[src/sv/quadrature_move_sequencer_unit_macros.svh]
// assertion helpers for the quadrature move sequencer
`ifndef QUADRATURE_MOVE_SEQUENCER_UNIT_MACROS_SVH
`define QUADRATURE_MOVE_SEQUENCER_UNIT_MACROS_SVH

`ifndef ASSERT_OFF
`define QMS_ASSERT_SAME(label, clk, rst_n, ante, cons) \
    label: assert property (@(posedge clk) disable iff (!rst_n) (ante) |-> (cons)) \
        else $error("qms check failed");
`define QMS_ASSERT_NEXT(label, clk, rst_n, ante, cons) \
    label: assert property (@(posedge clk) disable iff (!rst_n) (ante) |=> (cons)) \
        else $error("qms check failed");
`else
`define QMS_ASSERT_SAME(label, clk, rst_n, ante, cons)
`define QMS_ASSERT_NEXT(label, clk, rst_n, ante, cons)
`endif

`endif

[src/sv/qms_pkg.sv]
`default_nettype none

package qms_pkg;

    localparam int COUNT_WIDTH_DEF = 32;

    localparam logic [30:0] TARGET_COUNT_RST = 31'd2100;
    localparam logic [7:0]  FORWARD_DUTY_RST = 8'd255;
    localparam logic [7:0]  REVERSE_DUTY_RST = 8'd100;
    localparam logic [15:0] PAUSE_TICKS_RST  = 16'd2000;

    localparam logic [1:0] REG_TARGET_COUNT = 2'd0;
    localparam logic [1:0] REG_FORWARD_DUTY = 2'd1;
    localparam logic [1:0] REG_REVERSE_DUTY = 2'd2;
    localparam logic [1:0] REG_PAUSE_TICKS  = 2'd3;

    localparam logic [1:0] MODE_FWD       = 2'd0;
    localparam logic [1:0] MODE_PAUSE_FWD = 2'd1;
    localparam logic [1:0] MODE_REV       = 2'd2;
    localparam logic [1:0] MODE_PAUSE_REV = 2'd3;

    typedef enum logic [3:0] {
        PH_FWD       = 4'b0001,
        PH_PAUSE_FWD = 4'b0010,
        PH_REV       = 4'b0100,
        PH_PAUSE_REV = 4'b1000
    } phase_t;

    typedef struct packed {
        logic line_a;
        logic line_b;
    } in_t;

    typedef struct packed {
        logic [7:0]        drive_duty;
        logic              drive_forward;
        logic signed [31:0] position;
        logic [1:0]        mode;
        logic              jump_error;
    } out_t;

endpackage

`default_nettype wire

[src/sv/quadrature_move_sequencer_unit.sv]
// quadrature move sequencer
// input channel: in_valid / in_stall carry one sample of encoder lines a and b
// per request; output channel: out_valid / out_stall carry one result per
// sample: drive duty, direction, signed position, mode and a double-jump flag.
// a sample accepted at an edge is registered and shows on out_data after
// that edge. throughput is one sample per cycle while in_stall is low,
// limited by the single count step, travel-end compare and pause counter
// between input and result register. in_stall rises only while a result is
// held and out_stall is high; the held result does not change until taken.
// reset clears the line history, count, mode (forward) and pause counter and
// loads the default target, duties and pause length. the first sample after
// reset only loads the line history.
// config writes via cfg_we / cfg_index / cfg_data take effect at once and
// should be made only while the block is idle.
`default_nettype none

`include "quadrature_move_sequencer_unit_macros.svh"

module quadrature_move_sequencer_unit #(
    parameter int COUNT_WIDTH = qms_pkg::COUNT_WIDTH_DEF
) (
    input  wire logic          clk,
    input  wire logic          rst_n,
    input  wire logic          in_valid,
    output logic               in_stall,
    input  wire qms_pkg::in_t  in_data,
    output logic               out_valid,
    input  wire logic          out_stall,
    output qms_pkg::out_t      out_data,
    input  wire logic          cfg_we,
    input  wire logic [1:0]    cfg_index,
    input  wire logic [30:0]   cfg_data
);

    localparam int CW = (COUNT_WIDTH > 32) ? COUNT_WIDTH : 32;
    localparam logic signed [COUNT_WIDTH-1:0] CNT_MAX = {1'b0, {(COUNT_WIDTH-1){1'b1}}};
    localparam logic signed [COUNT_WIDTH-1:0] CNT_MIN = {1'b1, {(COUNT_WIDTH-1){1'b0}}};
    localparam logic signed [CW-1:0] POS_MAX = CW'(64'sh000000007FFFFFFF);
    localparam logic signed [CW-1:0] POS_MIN = CW'(64'shFFFFFFFF80000000);

    logic [30:0] target_count_reg;
    logic [7:0]  forward_duty_reg;
    logic [7:0]  reverse_duty_reg;
    logic [15:0] pause_ticks_reg;

    logic [1:0]                    last_lines_reg, last_lines_next;
    logic                          primed_reg;
    logic signed [COUNT_WIDTH-1:0] count_reg, count_next;
    qms_pkg::phase_t               phase_reg, phase_next;
    logic [15:0]                   pause_left_reg, pause_left_next;
    logic                          out_valid_reg;
    qms_pkg::out_t                 out_data_reg, out_data_next;

    logic       accept;
    logic [1:0] lines;
    logic [1:0] diff;
    logic       up;
    logic       counting;
    logic       jump;
    logic signed [CW:0]   cnt_cmp;
    logic signed [CW:0]   tgt_cmp;
    logic signed [CW-1:0] cnt_wide;
    logic signed [31:0]   pos;
    qms_pkg::phase_t      phase_mid;

    assign in_stall  = out_valid_reg && out_stall;
    assign accept    = in_valid && !in_stall;
    assign out_valid = out_valid_reg;
    assign out_data  = out_data_reg;

    // config registers
    always_ff @(posedge clk or negedge rst_n)
    begin
        if (!rst_n)
        begin
            target_count_reg <= qms_pkg::TARGET_COUNT_RST;
            forward_duty_reg <= qms_pkg::FORWARD_DUTY_RST;
            reverse_duty_reg <= qms_pkg::REVERSE_DUTY_RST;
            pause_ticks_reg  <= qms_pkg::PAUSE_TICKS_RST;
        end
        else if (cfg_we)
        begin
            case (cfg_index)
                qms_pkg::REG_TARGET_COUNT: target_count_reg <= cfg_data;
                qms_pkg::REG_FORWARD_DUTY: forward_duty_reg <= cfg_data[7:0];
                qms_pkg::REG_REVERSE_DUTY: reverse_duty_reg <= cfg_data[7:0];
                qms_pkg::REG_PAUSE_TICKS:  pause_ticks_reg  <= cfg_data[15:0];
                default: ;
            endcase
        end
    end

    // decode and count
    always_comb
    begin
        lines    = {in_data.line_b, in_data.line_a};
        diff     = lines ^ last_lines_reg;
        counting = primed_reg && (phase_reg == qms_pkg::PH_FWD || phase_reg == qms_pkg::PH_REV);
        up = (last_lines_reg == 2'd0 && lines == 2'd2) ||
             (last_lines_reg == 2'd2 && lines == 2'd3) ||
             (last_lines_reg == 2'd3 && lines == 2'd1) ||
             (last_lines_reg == 2'd1 && lines == 2'd0);
        jump            = counting && (diff == 2'd3);
        last_lines_next = lines;
        count_next      = count_reg;
        if (counting && diff != 2'd0 && diff != 2'd3)
        begin
            if (up)
            begin
                if (count_reg != CNT_MAX)
                    count_next = count_reg + COUNT_WIDTH'(1);
            end
            else
            begin
                if (count_reg != CNT_MIN)
                    count_next = count_reg - COUNT_WIDTH'(1);
            end
        end
    end

    // mode sequencer
    always_comb
    begin
        phase_mid       = phase_reg;
        pause_left_next = pause_left_reg;
        case (phase_reg)
            qms_pkg::PH_PAUSE_FWD, qms_pkg::PH_PAUSE_REV:
            begin
                if (pause_left_reg <= 16'd1)
                begin
                    pause_left_next = '0;
                    phase_mid = (phase_reg == qms_pkg::PH_PAUSE_FWD) ?
                                qms_pkg::PH_REV : qms_pkg::PH_FWD;
                end
                else
                    pause_left_next = pause_left_reg - 16'd1;
            end
            default: ;
        endcase

        cnt_cmp    = (CW+1)'(count_next);
        tgt_cmp    = signed'((CW+1)'(target_count_reg));
        phase_next = phase_mid;
        if (phase_mid == qms_pkg::PH_FWD && cnt_cmp >= tgt_cmp)
        begin
            phase_next      = qms_pkg::PH_PAUSE_FWD;
            pause_left_next = pause_ticks_reg;
        end
        else if (phase_mid == qms_pkg::PH_REV && cnt_cmp <= (CW+1)'(0))
        begin
            phase_next      = qms_pkg::PH_PAUSE_REV;
            pause_left_next = pause_ticks_reg;
        end
    end

    // result formatting
    always_comb
    begin
        cnt_wide = CW'(count_next);
        if (cnt_wide > POS_MAX)
            pos = 32'sh7FFFFFFF;
        else if (cnt_wide < POS_MIN)
            pos = 32'sh80000000;
        else
            pos = cnt_wide[31:0];

        out_data_next.position   = pos;
        out_data_next.jump_error = jump;
        case (phase_next)
            qms_pkg::PH_FWD:
            begin
                out_data_next.drive_duty    = forward_duty_reg;
                out_data_next.drive_forward = 1'b1;
                out_data_next.mode          = qms_pkg::MODE_FWD;
            end
            qms_pkg::PH_REV:
            begin
                out_data_next.drive_duty    = reverse_duty_reg;
                out_data_next.drive_forward = 1'b0;
                out_data_next.mode          = qms_pkg::MODE_REV;
            end
            qms_pkg::PH_PAUSE_FWD:
            begin
                out_data_next.drive_duty    = '0;
                out_data_next.drive_forward = 1'b1;
                out_data_next.mode          = qms_pkg::MODE_PAUSE_FWD;
            end
            default:
            begin
                out_data_next.drive_duty    = '0;
                out_data_next.drive_forward = 1'b1;
                out_data_next.mode          = qms_pkg::MODE_PAUSE_REV;
            end
        endcase
    end

    // state registers
    always_ff @(posedge clk or negedge rst_n)
    begin
        if (!rst_n)
        begin
            last_lines_reg <= '0;
            primed_reg     <= 1'b0;
            count_reg      <= '0;
            phase_reg      <= qms_pkg::PH_FWD;
            pause_left_reg <= '0;
            out_valid_reg  <= 1'b0;
        end
        else
        begin
            if (accept)
            begin
                last_lines_reg <= last_lines_next;
                primed_reg     <= 1'b1;
                count_reg      <= count_next;
                phase_reg      <= phase_next;
                pause_left_reg <= pause_left_next;
                out_valid_reg  <= 1'b1;
            end
            else if (!out_stall)
                out_valid_reg <= 1'b0;
        end
    end

    // result payload
    always_ff @(posedge clk)
    begin
        if (accept)
            out_data_reg <= out_data_next;
    end

    `QMS_ASSERT_SAME(a_pause_no_drive, clk, rst_n,
        out_valid_reg && (out_data_reg.mode == qms_pkg::MODE_PAUSE_FWD ||
        out_data_reg.mode == qms_pkg::MODE_PAUSE_REV), out_data_reg.drive_duty == 8'd0)
    `QMS_ASSERT_SAME(a_dir_matches_mode, clk, rst_n, out_valid_reg,
        out_data_reg.drive_forward == (out_data_reg.mode != qms_pkg::MODE_REV))
    `QMS_ASSERT_NEXT(a_accept_gives_result, clk, rst_n, accept, out_valid_reg)
    `QMS_ASSERT_SAME(a_no_pause_left_in_travel, clk, rst_n,
        phase_reg == qms_pkg::PH_FWD || phase_reg == qms_pkg::PH_REV, pause_left_reg == 16'd0)

endmodule

`default_nettype wire

[config.mk]
export PLATFORM = sky130hd
export DESIGN_NAME = quadrature_move_sequencer_unit
export DESIGN_NICKNAME = d
export VERILOG_FILES = /design/src/sv/qms_pkg.sv /design/src/sv/quadrature_move_sequencer_unit.sv
export VERILOG_INCLUDE_DIRS = /design/src /design/src/sv
export SDC_FILE = /design/constraint.sdc
export NUM_CORES = 1
export LEC_CHECK = 0
export ABC_AREA = 1
export BUFFER_PORTS_ARGS = -buffer_cell sky130_fd_sc_hd__buf_2
export CORE_AREA = 2 2 145 147
export CTS_BUF_LIST = sky130_fd_sc_hd__clkbuf_4
export CTS_CLUSTER_SIZE = 14
export DETAILED_ROUTE_END_ITERATION = 10
export DIE_AREA = 0 0 147 149
export PLACE_DENSITY = 0.73
export SYNTH_ARGS = -nofsm -noshare
export SYNTH_HDL_FRONTEND = slang
export SYNTH_SLANG_ARGS = --single-unit
[constraint.sdc]
create_clock -name clk -period 4.1 [get_ports clk]
set_input_delay 0.205 -clock clk [delete_from_list [all_inputs] [get_ports clk]]
set_output_delay 0.205 -clock clk [all_outputs]
set_load 0.005 [all_outputs]
== After elaboration in Yosys (flattened, before gate mapping) ==
Index checks and enable logic that the tools add are counted.

* Multiplexer cells: 18
* $lt $le $gt $ge: 5
* Equal/unequal tests: 23
* Add/sub/neg operators: 3
* Bitwise gates (word level): 1
* Reduce and logical (&&, ||, !) cells: 28

{| class="wikitable"
|+ Operator list
! kind !! count
|-
| 32-bit 2-to-1 mux || 5
|-
| 16-bit 2-to-1 mux || 4
|-
| 32-bit inequality test, second input constant || 2
|-
| 32-bit by 2-bit adder with 32-bit output, second input constant || 1
|-
| 32-bit >= comparator || 1
|-
| 32-bit greater-than comparator, second input constant || 1
|-
| 32-bit by 1-bit <= comparator with 1-bit output, second input constant || 1
|-
| 32-bit less-than comparator, second input constant || 1
|-
| 32-bit by 2-bit subtractor with 32-bit output, second input constant || 1
|-
| 9-bit case mux with 2 select lines || 1
|-
| 16-bit by 1-bit <= comparator with 1-bit output, second input constant || 1
|-
| 4-bit 2-to-1 mux || 4
|-
| 16-bit by 1-bit subtractor with 16-bit output, second input constant || 1
|-
| 2-bit == test, second input constant || 7
|-
| 4-bit by 1-bit == test with 1-bit output, second input constant || 3
|-
| 4-bit by 3-bit == test with 1-bit output, second input constant || 3
|-
| 1-bit logical AND || 12
|-
| 2-bit AND reduction || 5
|-
| 4-bit by 2-bit == test with 1-bit output, second input constant || 2
|-
| 2-bit by 1-bit == test with 1-bit output, second input constant || 3
|-
| 2-bit zero test || 3
|-
| 2-bit case mux with 3 select lines || 1
|-
| 4-bit == test, second input constant || 1
|-
| 1-bit logical OR || 4
|-
| other kinds (9) || 10
|}

* Word-level logic and storage cells: 93
* Input port bits: 40
* Bits in registers: 163

== Depth between registers and ports, before layout ==
* Depth in word-level cells: 13
* Gate-level depth with buffers: 36

== Worst setup path after synthesis ==
No wires, ideal clock.

* Path type: reg-to-reg
* Start point: register count_reg[1]
* End point: register pause_left_reg[10]
* Setup time: 0.065 ns
* Data arrival time: 3.575 ns
* Stages on the path, launching flop included: 34
* Required time: 4.035 ns
* Slack: 0.460 ns
* Cells stage by stage: dfrtp_1 ha_1 nand3_4 inv_2 nand2_2 nor2_4 nand3_4 buf_6 nand3_1 nand2_1 nand2_1 nand2_1 inv_1 ha_1 nand2_1 inv_1 o21ai_0 nand2_1 a21oi_1 nand2_1 nand2_1 nand2_1 nand2_1 nand2_1 nand2_1 nand2_1 nand2_1 nand2_1 a21boi_1 nand2_2 nand2_2 buf_2 nand2_1 nand2_1

* Longest elaborated chain between the ends: 8
* Elaborated cells between the ends (all ways): 16

{| class="wikitable"
|+ RTL lines
! item !! line !! RTL
|-
| from (decl) || quadrature_move_sequencer_unit.sv:48 || <nowiki>logic signed [COUNT_WIDTH-1:0] count_reg, count_next;</nowiki>
|-
| from (signal assigned) || quadrature_move_sequencer_unit.sv:215 || <nowiki>count_reg <= count_next;</nowiki>
|-
| 32-bit by 2-bit subtractor with 32-bit output, or another cell as far along || quadrature_move_sequencer_unit.sv:116 || <nowiki>count_next = count_reg - COUNT_WIDTH'(1);</nowiki>
|-
| 32-bit 2-to-1 mux, on equally long branches || quadrature_move_sequencer_unit.sv:115, quadrature_move_sequencer_unit.sv:110 ||
|-
| 32-bit 2-to-1 mux (*) || quadrature_move_sequencer_unit.sv:108 || <nowiki>if (up)</nowiki>
|-
| 32-bit 2-to-1 mux (*) || quadrature_move_sequencer_unit.sv:106 || <nowiki>if (counting && diff != 2'd0 && diff != 2'd3)</nowiki>
|-
| net cnt_wide[13] || quadrature_move_sequencer_unit.sv:62 || <nowiki>logic signed [CW-1:0] cnt_wide;</nowiki>
|-
| 32-bit >= comparator / 32-bit by 1-bit <= comparator with 1-bit output (equally long branches) || quadrature_move_sequencer_unit.sv:144, quadrature_move_sequencer_unit.sv:149 ||
|-
| 1-bit logical AND, on equally long branches || quadrature_move_sequencer_unit.sv:144, quadrature_move_sequencer_unit.sv:149 ||
|-
| 3-bit nonzero test (no line) / 16-bit 2-to-1 mux (equally long branches) || n/a ||
|-
| 2-bit AND reduction (no line) / 16-bit 2-to-1 mux (equally long branches) || n/a ||
|-
| to (signal assigned) || quadrature_move_sequencer_unit.sv:217 || <nowiki>pause_left_reg <= pause_left_next;</nowiki>
|-
| to (decl) || quadrature_move_sequencer_unit.sv:50 || <nowiki>logic [15:0] pause_left_reg, pause_left_next;</nowiki>
|}

The timed path passes the listed nets; every way through them passes the cells marked *.
A chain may end at the register's enable or synchronous reset.

==> flow_metrics.env <==
export IMPL_status="finished clean"
export IMPL_grt_util_met2_pct=52.56
export IMPL_seq_area_frac_synth_pct=39.09
export IMPL_yosys_area_share_simple_pct=35.03
export IMPL_largest_net_degree_at_the_start_of_global_routing=63
export IMPL_vias_per_cell=5.304
export IMPL_critical_path_required_ns=4.53
export IMPL_critPathArrivalTime_ns=4.30
export IMPL_total_overflow_reported_by_the_global_router=0
export IMPL_initial_core_util_pct=53.84
export IMPL_postSynth_topFlopCell="sky130_fd_sc_hd__dfrtp_1"
export IMPL_final_setup_skew_ns=0.02645
export IMPL_clkTransAtPathRegs_ns=0.18
export IMPL_synth_top_area_share_pct=21.93
export IMPL_timing_max_cap_violations=0
export IMPL_worst_r2r_path_depth=26
export IMPL_final_hold_violations=0
export IMPL_cellPowerDensity_nw_per_um2=580.1
export IMPL_post_layout_total_power_mw=7.854
export IMPL_min_clock_period_post_route_ns=3.873
export IMPL_synth_top_family_by_area="simple AND/OR/NAND/NOR gates"
export IMPL_drc=0
export IMPL_core_sq_um=20560
export IMPL_num_nets_final=1859
export IMPL_critical_path_peak_fanout=6
export IMPL_grt_pass1_vias=10460
export IMPL_io_buffers=85
export IMPL_dieWidth_um=147
export IMPL_ys_types=45
export IMPL_ir_drop_uv=312.7
export IMPL_post_synth_top_area_cell="sky130_fd_sc_hd__dfrtp_1"
export IMPL_fraction_of_met3_tracks_used_by_global_routing_pct=5.719
export IMPL_routedWlPerCell_um=16.60
export IMPL_tns_ns=0
export IMPL_ys_warnings_count=0
export IMPL_syn_num_nets=1652
export IMPL_synthArstFlopShare_pct=73.01
export IMPL_cts_root_buffer_cell="sky130_fd_sc_hd__clkbuf_4"
export IMPL_first_pass_grt_wire_length_um=53230
export IMPL_routed_wirelength_um=34400
export IMPL_later_pin_clock_latency_in_the_skew_report_ns=0.59
export IMPL_global_route_peak_usage_layer="met2"
export IMPL_layout_cells_sized_above_1_pct=23.50
export IMPL_worst_setup_path_type="reg -> reg"
export IMPL_grtUsageMet1_pct=40.54
export IMPL_grtUsageTotal_pct=31.06
export IMPL_htreeDepth=4
export IMPL_ys_seq_elements=163
export IMPL_utilization_pct=65.86
export IMPL_synth_adder_area_share_pct=4.070
export IMPL_rows=53
export IMPL_post_synth_cell_area_avg_sq_um=7.023
export IMPL_fin_cells=2072
export IMPL_number_of_antenna_violations_at_the_first_check_in_global_routing=1
export IMPL_cts_tree="yes"
export IMPL_detailedRoute_firstIterationViolations=1043
export IMPL_numCtsBuffers=17
export IMPL_tritoncts_num_sinks=163
export IMPL_placed_cell_count=1966
export IMPL_layout_area_overhead_vs_synth_pct=22.33
export IMPL_hold_ws_ns=0.2193
export IMPL_post_synth_mux_area_share_pct=0
export IMPL_number_of_placed_i_o_pins=86
export IMPL_compound_cell_area_share_of_the_yosys_netlist_pct=8.275
export IMPL_synth_xor_area_share_pct=2.295
export IMPL_total_vias_in_the_final_route=10990
export IMPL_cts_max_path_buffers=2
export IMPL_synth_area_sq_um=11070
export IMPL_setup_worst_path_start_class="register"
export IMPL_flip_flop_count_of_the_largest_register_all_copies_and_words_added=44
export IMPL_maxSlewViolCount=0
export IMPL_drtPass1Iterations=5
export IMPL_fmax_mhz=258.2
export IMPL_design_die_area_sq_um=21900
export IMPL_ys_top_cells_by_area="sky130_fd_sc_hd__dfrtp_1 22%, sky130_fd_sc_hd__nand2_1 17%, sky130_fd_sc_hd__edfxtp_1 12%"
export IMPL_rsz0062_at_grt="yes"
export IMPL_synth_enable_flop_cells=44
export IMPL_drtAntennaViolNets=0
export IMPL_setup_viol=0
export IMPL_final_period_utilization_pct=94.47
export IMPL_timing_worst_slew_pin_value_ns=1.113
export IMPL_y_dimension_of_the_die_um=149
export IMPL_gp_congestion=0.9676
export IMPL_end_kind="register"
export IMPL_min_path_type="in -> async"
export IMPL_max_slew_margin_rel_pct=25.59
export IMPL_cells_after_synth=1576
export IMPL_leakagePower_nw=7.092
export IMPL_detailed_place_hpwl_um=24390
routing by layer:
layer,wire [um],vias to the layer above
met5,0,-
met4,969,0
met3,2676,66
met2,16220,437
met1,14530,5144
li1,-,5342
cells in the mapped netlist (2+ instances only):
cell type and n:
sky130_fd_sc_hd__nor2_8 2, sky130_fd_sc_hd__o21bai_1 8, sky130_fd_sc_hd__ha_1 36, sky130_fd_sc_hd__inv_2 7
sky130_fd_sc_hd__buf_2 21, sky130_fd_sc_hd__dfstp_2 22, sky130_fd_sc_hd__nor2_1 149, sky130_fd_sc_hd__nand3_1 108
sky130_fd_sc_hd__clkbuf_1 20, sky130_fd_sc_hd__xor2_1 26, sky130_fd_sc_hd__nand4_1 16, sky130_fd_sc_hd__nor2_4 8
sky130_fd_sc_hd__clkinv_1 4, sky130_fd_sc_hd__edfxtp_1 44, sky130_fd_sc_hd__a21oi_1 38, sky130_fd_sc_hd__nor3_1 17
sky130_fd_sc_hd__nand2_1 516, sky130_fd_sc_hd__nand3_4 3, sky130_fd_sc_hd__inv_1 221, sky130_fd_sc_hd__buf_6 11
sky130_fd_sc_hd__and2_1 2, sky130_fd_sc_hd__dfrtp_1 97, sky130_fd_sc_hd__nand3_2 12, sky130_fd_sc_hd__nor2_2 20
sky130_fd_sc_hd__xnor2_1 3, sky130_fd_sc_hd__buf_4 6, sky130_fd_sc_hd__a31oi_1 3, sky130_fd_sc_hd__o21ai_1 11
sky130_fd_sc_hd__nand2_2 22, sky130_fd_sc_hd__o21ai_0 107, sky130_fd_sc_hd__o21ai_2 2
metrics by stage:
| step | instance area (sq um) | setup slack (ns) |
|---|---|---|
| 4_1_cts | 12950 | 0.08138 |
| 6_report | 13540 | 0.2268 |
| 5_1_grt | 13540 | -0.07721 |
| 3_3_place_gp | 12230 | -0.09849 |
| 3_5_place_dp | 12230 | -0.09424 |
| 2_1_floorplan | 11070 | 0.4605 |
critical path: stages (launching register included):
cell	delay, ns
sky130_fd_sc_hd__dfrtp_1	0.46
sky130_fd_sc_hd__buf_4	0.19
sky130_fd_sc_hd__inv_1	0.12
sky130_fd_sc_hd__nand2_1	0.08
sky130_fd_sc_hd__nor2_2	0.23
sky130_fd_sc_hd__buf_4	0.17
sky130_fd_sc_hd__nand2_1	0.04
sky130_fd_sc_hd__nor3_1	0.15
sky130_fd_sc_hd__nand3_1	0.10
sky130_fd_sc_hd__nand2_1	0.11
sky130_fd_sc_hd__nand3_1	0.08
sky130_fd_sc_hd__nand2_1	0.20
sky130_fd_sc_hd__inv_1	0.08
sky130_fd_sc_hd__ha_1	0.27
sky130_fd_sc_hd__inv_1	0.07
sky130_fd_sc_hd__nor3_1	0.06
sky130_fd_sc_hd__a211oi_2	0.27
sky130_fd_sc_hd__nand2_1	0.09
sky130_fd_sc_hd__nand2_1	0.06
sky130_fd_sc_hd__nand2_1	0.04
sky130_fd_sc_hd__nand2_1	0.08
sky130_fd_sc_hd__nand2_2	0.10
sky130_fd_sc_hd__nand2_4	0.10
sky130_fd_sc_hd__nand4_4	0.14
sky130_fd_sc_hd__buf_12	0.19
sky130_fd_sc_hd__nor2_2	0.09
sky130_fd_sc_hd__o21bai_4	0.12
power by group:
| part | switching [mW] | total (mW) | internal (mW) |
|---|---|---|---|
| Sequential | 0.370 | 2.47 | 2.10 |
| Clock | 0.703 | 0.986 | 0.284 |
| Combinational | 2.67 | 4.40 | 1.73 |
| Total | 3.74 | 7.85 | 4.11 |
what timing repair did:
| item | 4_1_cts | 5_1_grt |
|---|---|---|
| endpoints found under the setup margin | 19 | 27 |
| gates resized for setup | 8 | 100 |
| hold buffers | 36 | 0 |
| endpoints found under the hold margin | 107 | 0 |
| setup buffers | 5 | 30 |
| pin swaps | 1 | 28 |
| cloned | 0 | 2 |
cells in the final DEF (no fill, tap or decap), types with 3 or more instances in the layout:
| cell type | Yosys | routed |
|---|---|---|
| sky130_fd_sc_hd__nand2_1 | 516 | 501 |
| sky130_fd_sc_hd__inv_1 | 221 | 219 |
| sky130_fd_sc_hd__nor2_1 | 149 | 129 |
| sky130_fd_sc_hd__buf_4 | 6 | 114 |
| sky130_fd_sc_hd__nand3_1 | 108 | 107 |
| sky130_fd_sc_hd__o21ai_0 | 107 | 105 |
| sky130_fd_sc_hd__buf_2 | 21 | 85 |
| sky130_fd_sc_hd__dfrtp_1 | 97 | 80 |
| sky130_fd_sc_hd__edfxtp_1 | 44 | 44 |
| sky130_fd_sc_hd__dlygate4sd3_1 | 0 | 36 |
| sky130_fd_sc_hd__a21oi_1 | 38 | 33 |
| sky130_fd_sc_hd__nand2_2 | 22 | 32 |
| sky130_fd_sc_hd__ha_1 | 36 | 32 |
| sky130_fd_sc_hd__nor2_2 | 20 | 29 |
| sky130_fd_sc_hd__xor2_1 | 26 | 26 |
| sky130_fd_sc_hd__dfstp_2 | 22 | 22 |
| sky130_fd_sc_hd__nor2_4 | 8 | 19 |
| sky130_fd_sc_hd__clkbuf_4 | 0 | 17 |
| sky130_fd_sc_hd__dfrtp_2 | 0 | 17 |
| sky130_fd_sc_hd__nand4_1 | 16 | 16 |
| sky130_fd_sc_hd__nor3_1 | 17 | 16 |
| sky130_fd_sc_hd__nand3_2 | 12 | 13 |
| sky130_fd_sc_hd__o21ai_1 | 11 | 10 |
| sky130_fd_sc_hd__inv_2 | 7 | 8 |
| sky130_fd_sc_hd__o21bai_1 | 8 | 7 |
| sky130_fd_sc_hd__inv_8 | 0 | 6 |
| sky130_fd_sc_hd__buf_12 | 0 | 6 |
| sky130_fd_sc_hd__buf_6 | 11 | 6 |
| sky130_fd_sc_hd__nand2_4 | 1 | 5 |
| sky130_fd_sc_hd__a21oi_2 | 0 | 5 |
| sky130_fd_sc_hd__inv_6 | 0 | 5 |
| sky130_fd_sc_hd__o21ai_2 | 2 | 4 |
| sky130_fd_sc_hd__ha_4 | 0 | 4 |
| sky130_fd_sc_hd__nand3_4 | 3 | 3 |
| sky130_fd_sc_hd__inv_4 | 0 | 3 |
| sky130_fd_sc_hd__xnor2_1 | 3 | 3 |
| sky130_fd_sc_hd__a31oi_1 | 3 | 3 |
logic make-up (layout without fill, tap and decap cells):
family          after synthesis  count (layout)
simple gates                882             882
buf+inv                     293             513
other cells                   0               1
fa+ha+maj                    36              36
xor+xnor                     29              29
compound gates              173             173
flops                       163             163
final cells by class:
class,count,area [sq um]
fill,1802,7018
multi-input combinational,1120,5801
sequential,163,4348
timing repair buffer,249,1879
inverter,232,878.3
tap,275,344.1
clock inverter,15,158.9
clock buffer,17,127.6
antenna,1,2.502
path summary, 6_finish.rpt:
path / slack (ns) / startpoint / end
min in group clk: 0.26 / cfg_we / reverse_duty_reg[6]
worst min register to register: 0.49 / primed_reg / primed_reg
worst min-delay path: 0.22 / rst_n / pause_left_reg[6]
worst max-delay path: 0.23 / count_reg[5] / out_data[43]
max in group asynchronous: 2.88 / rst_n / target_count_reg[2]
worst max register to register: 0.23 / count_reg[5] / out_data[43]
(Power assumes the default switching activity.)
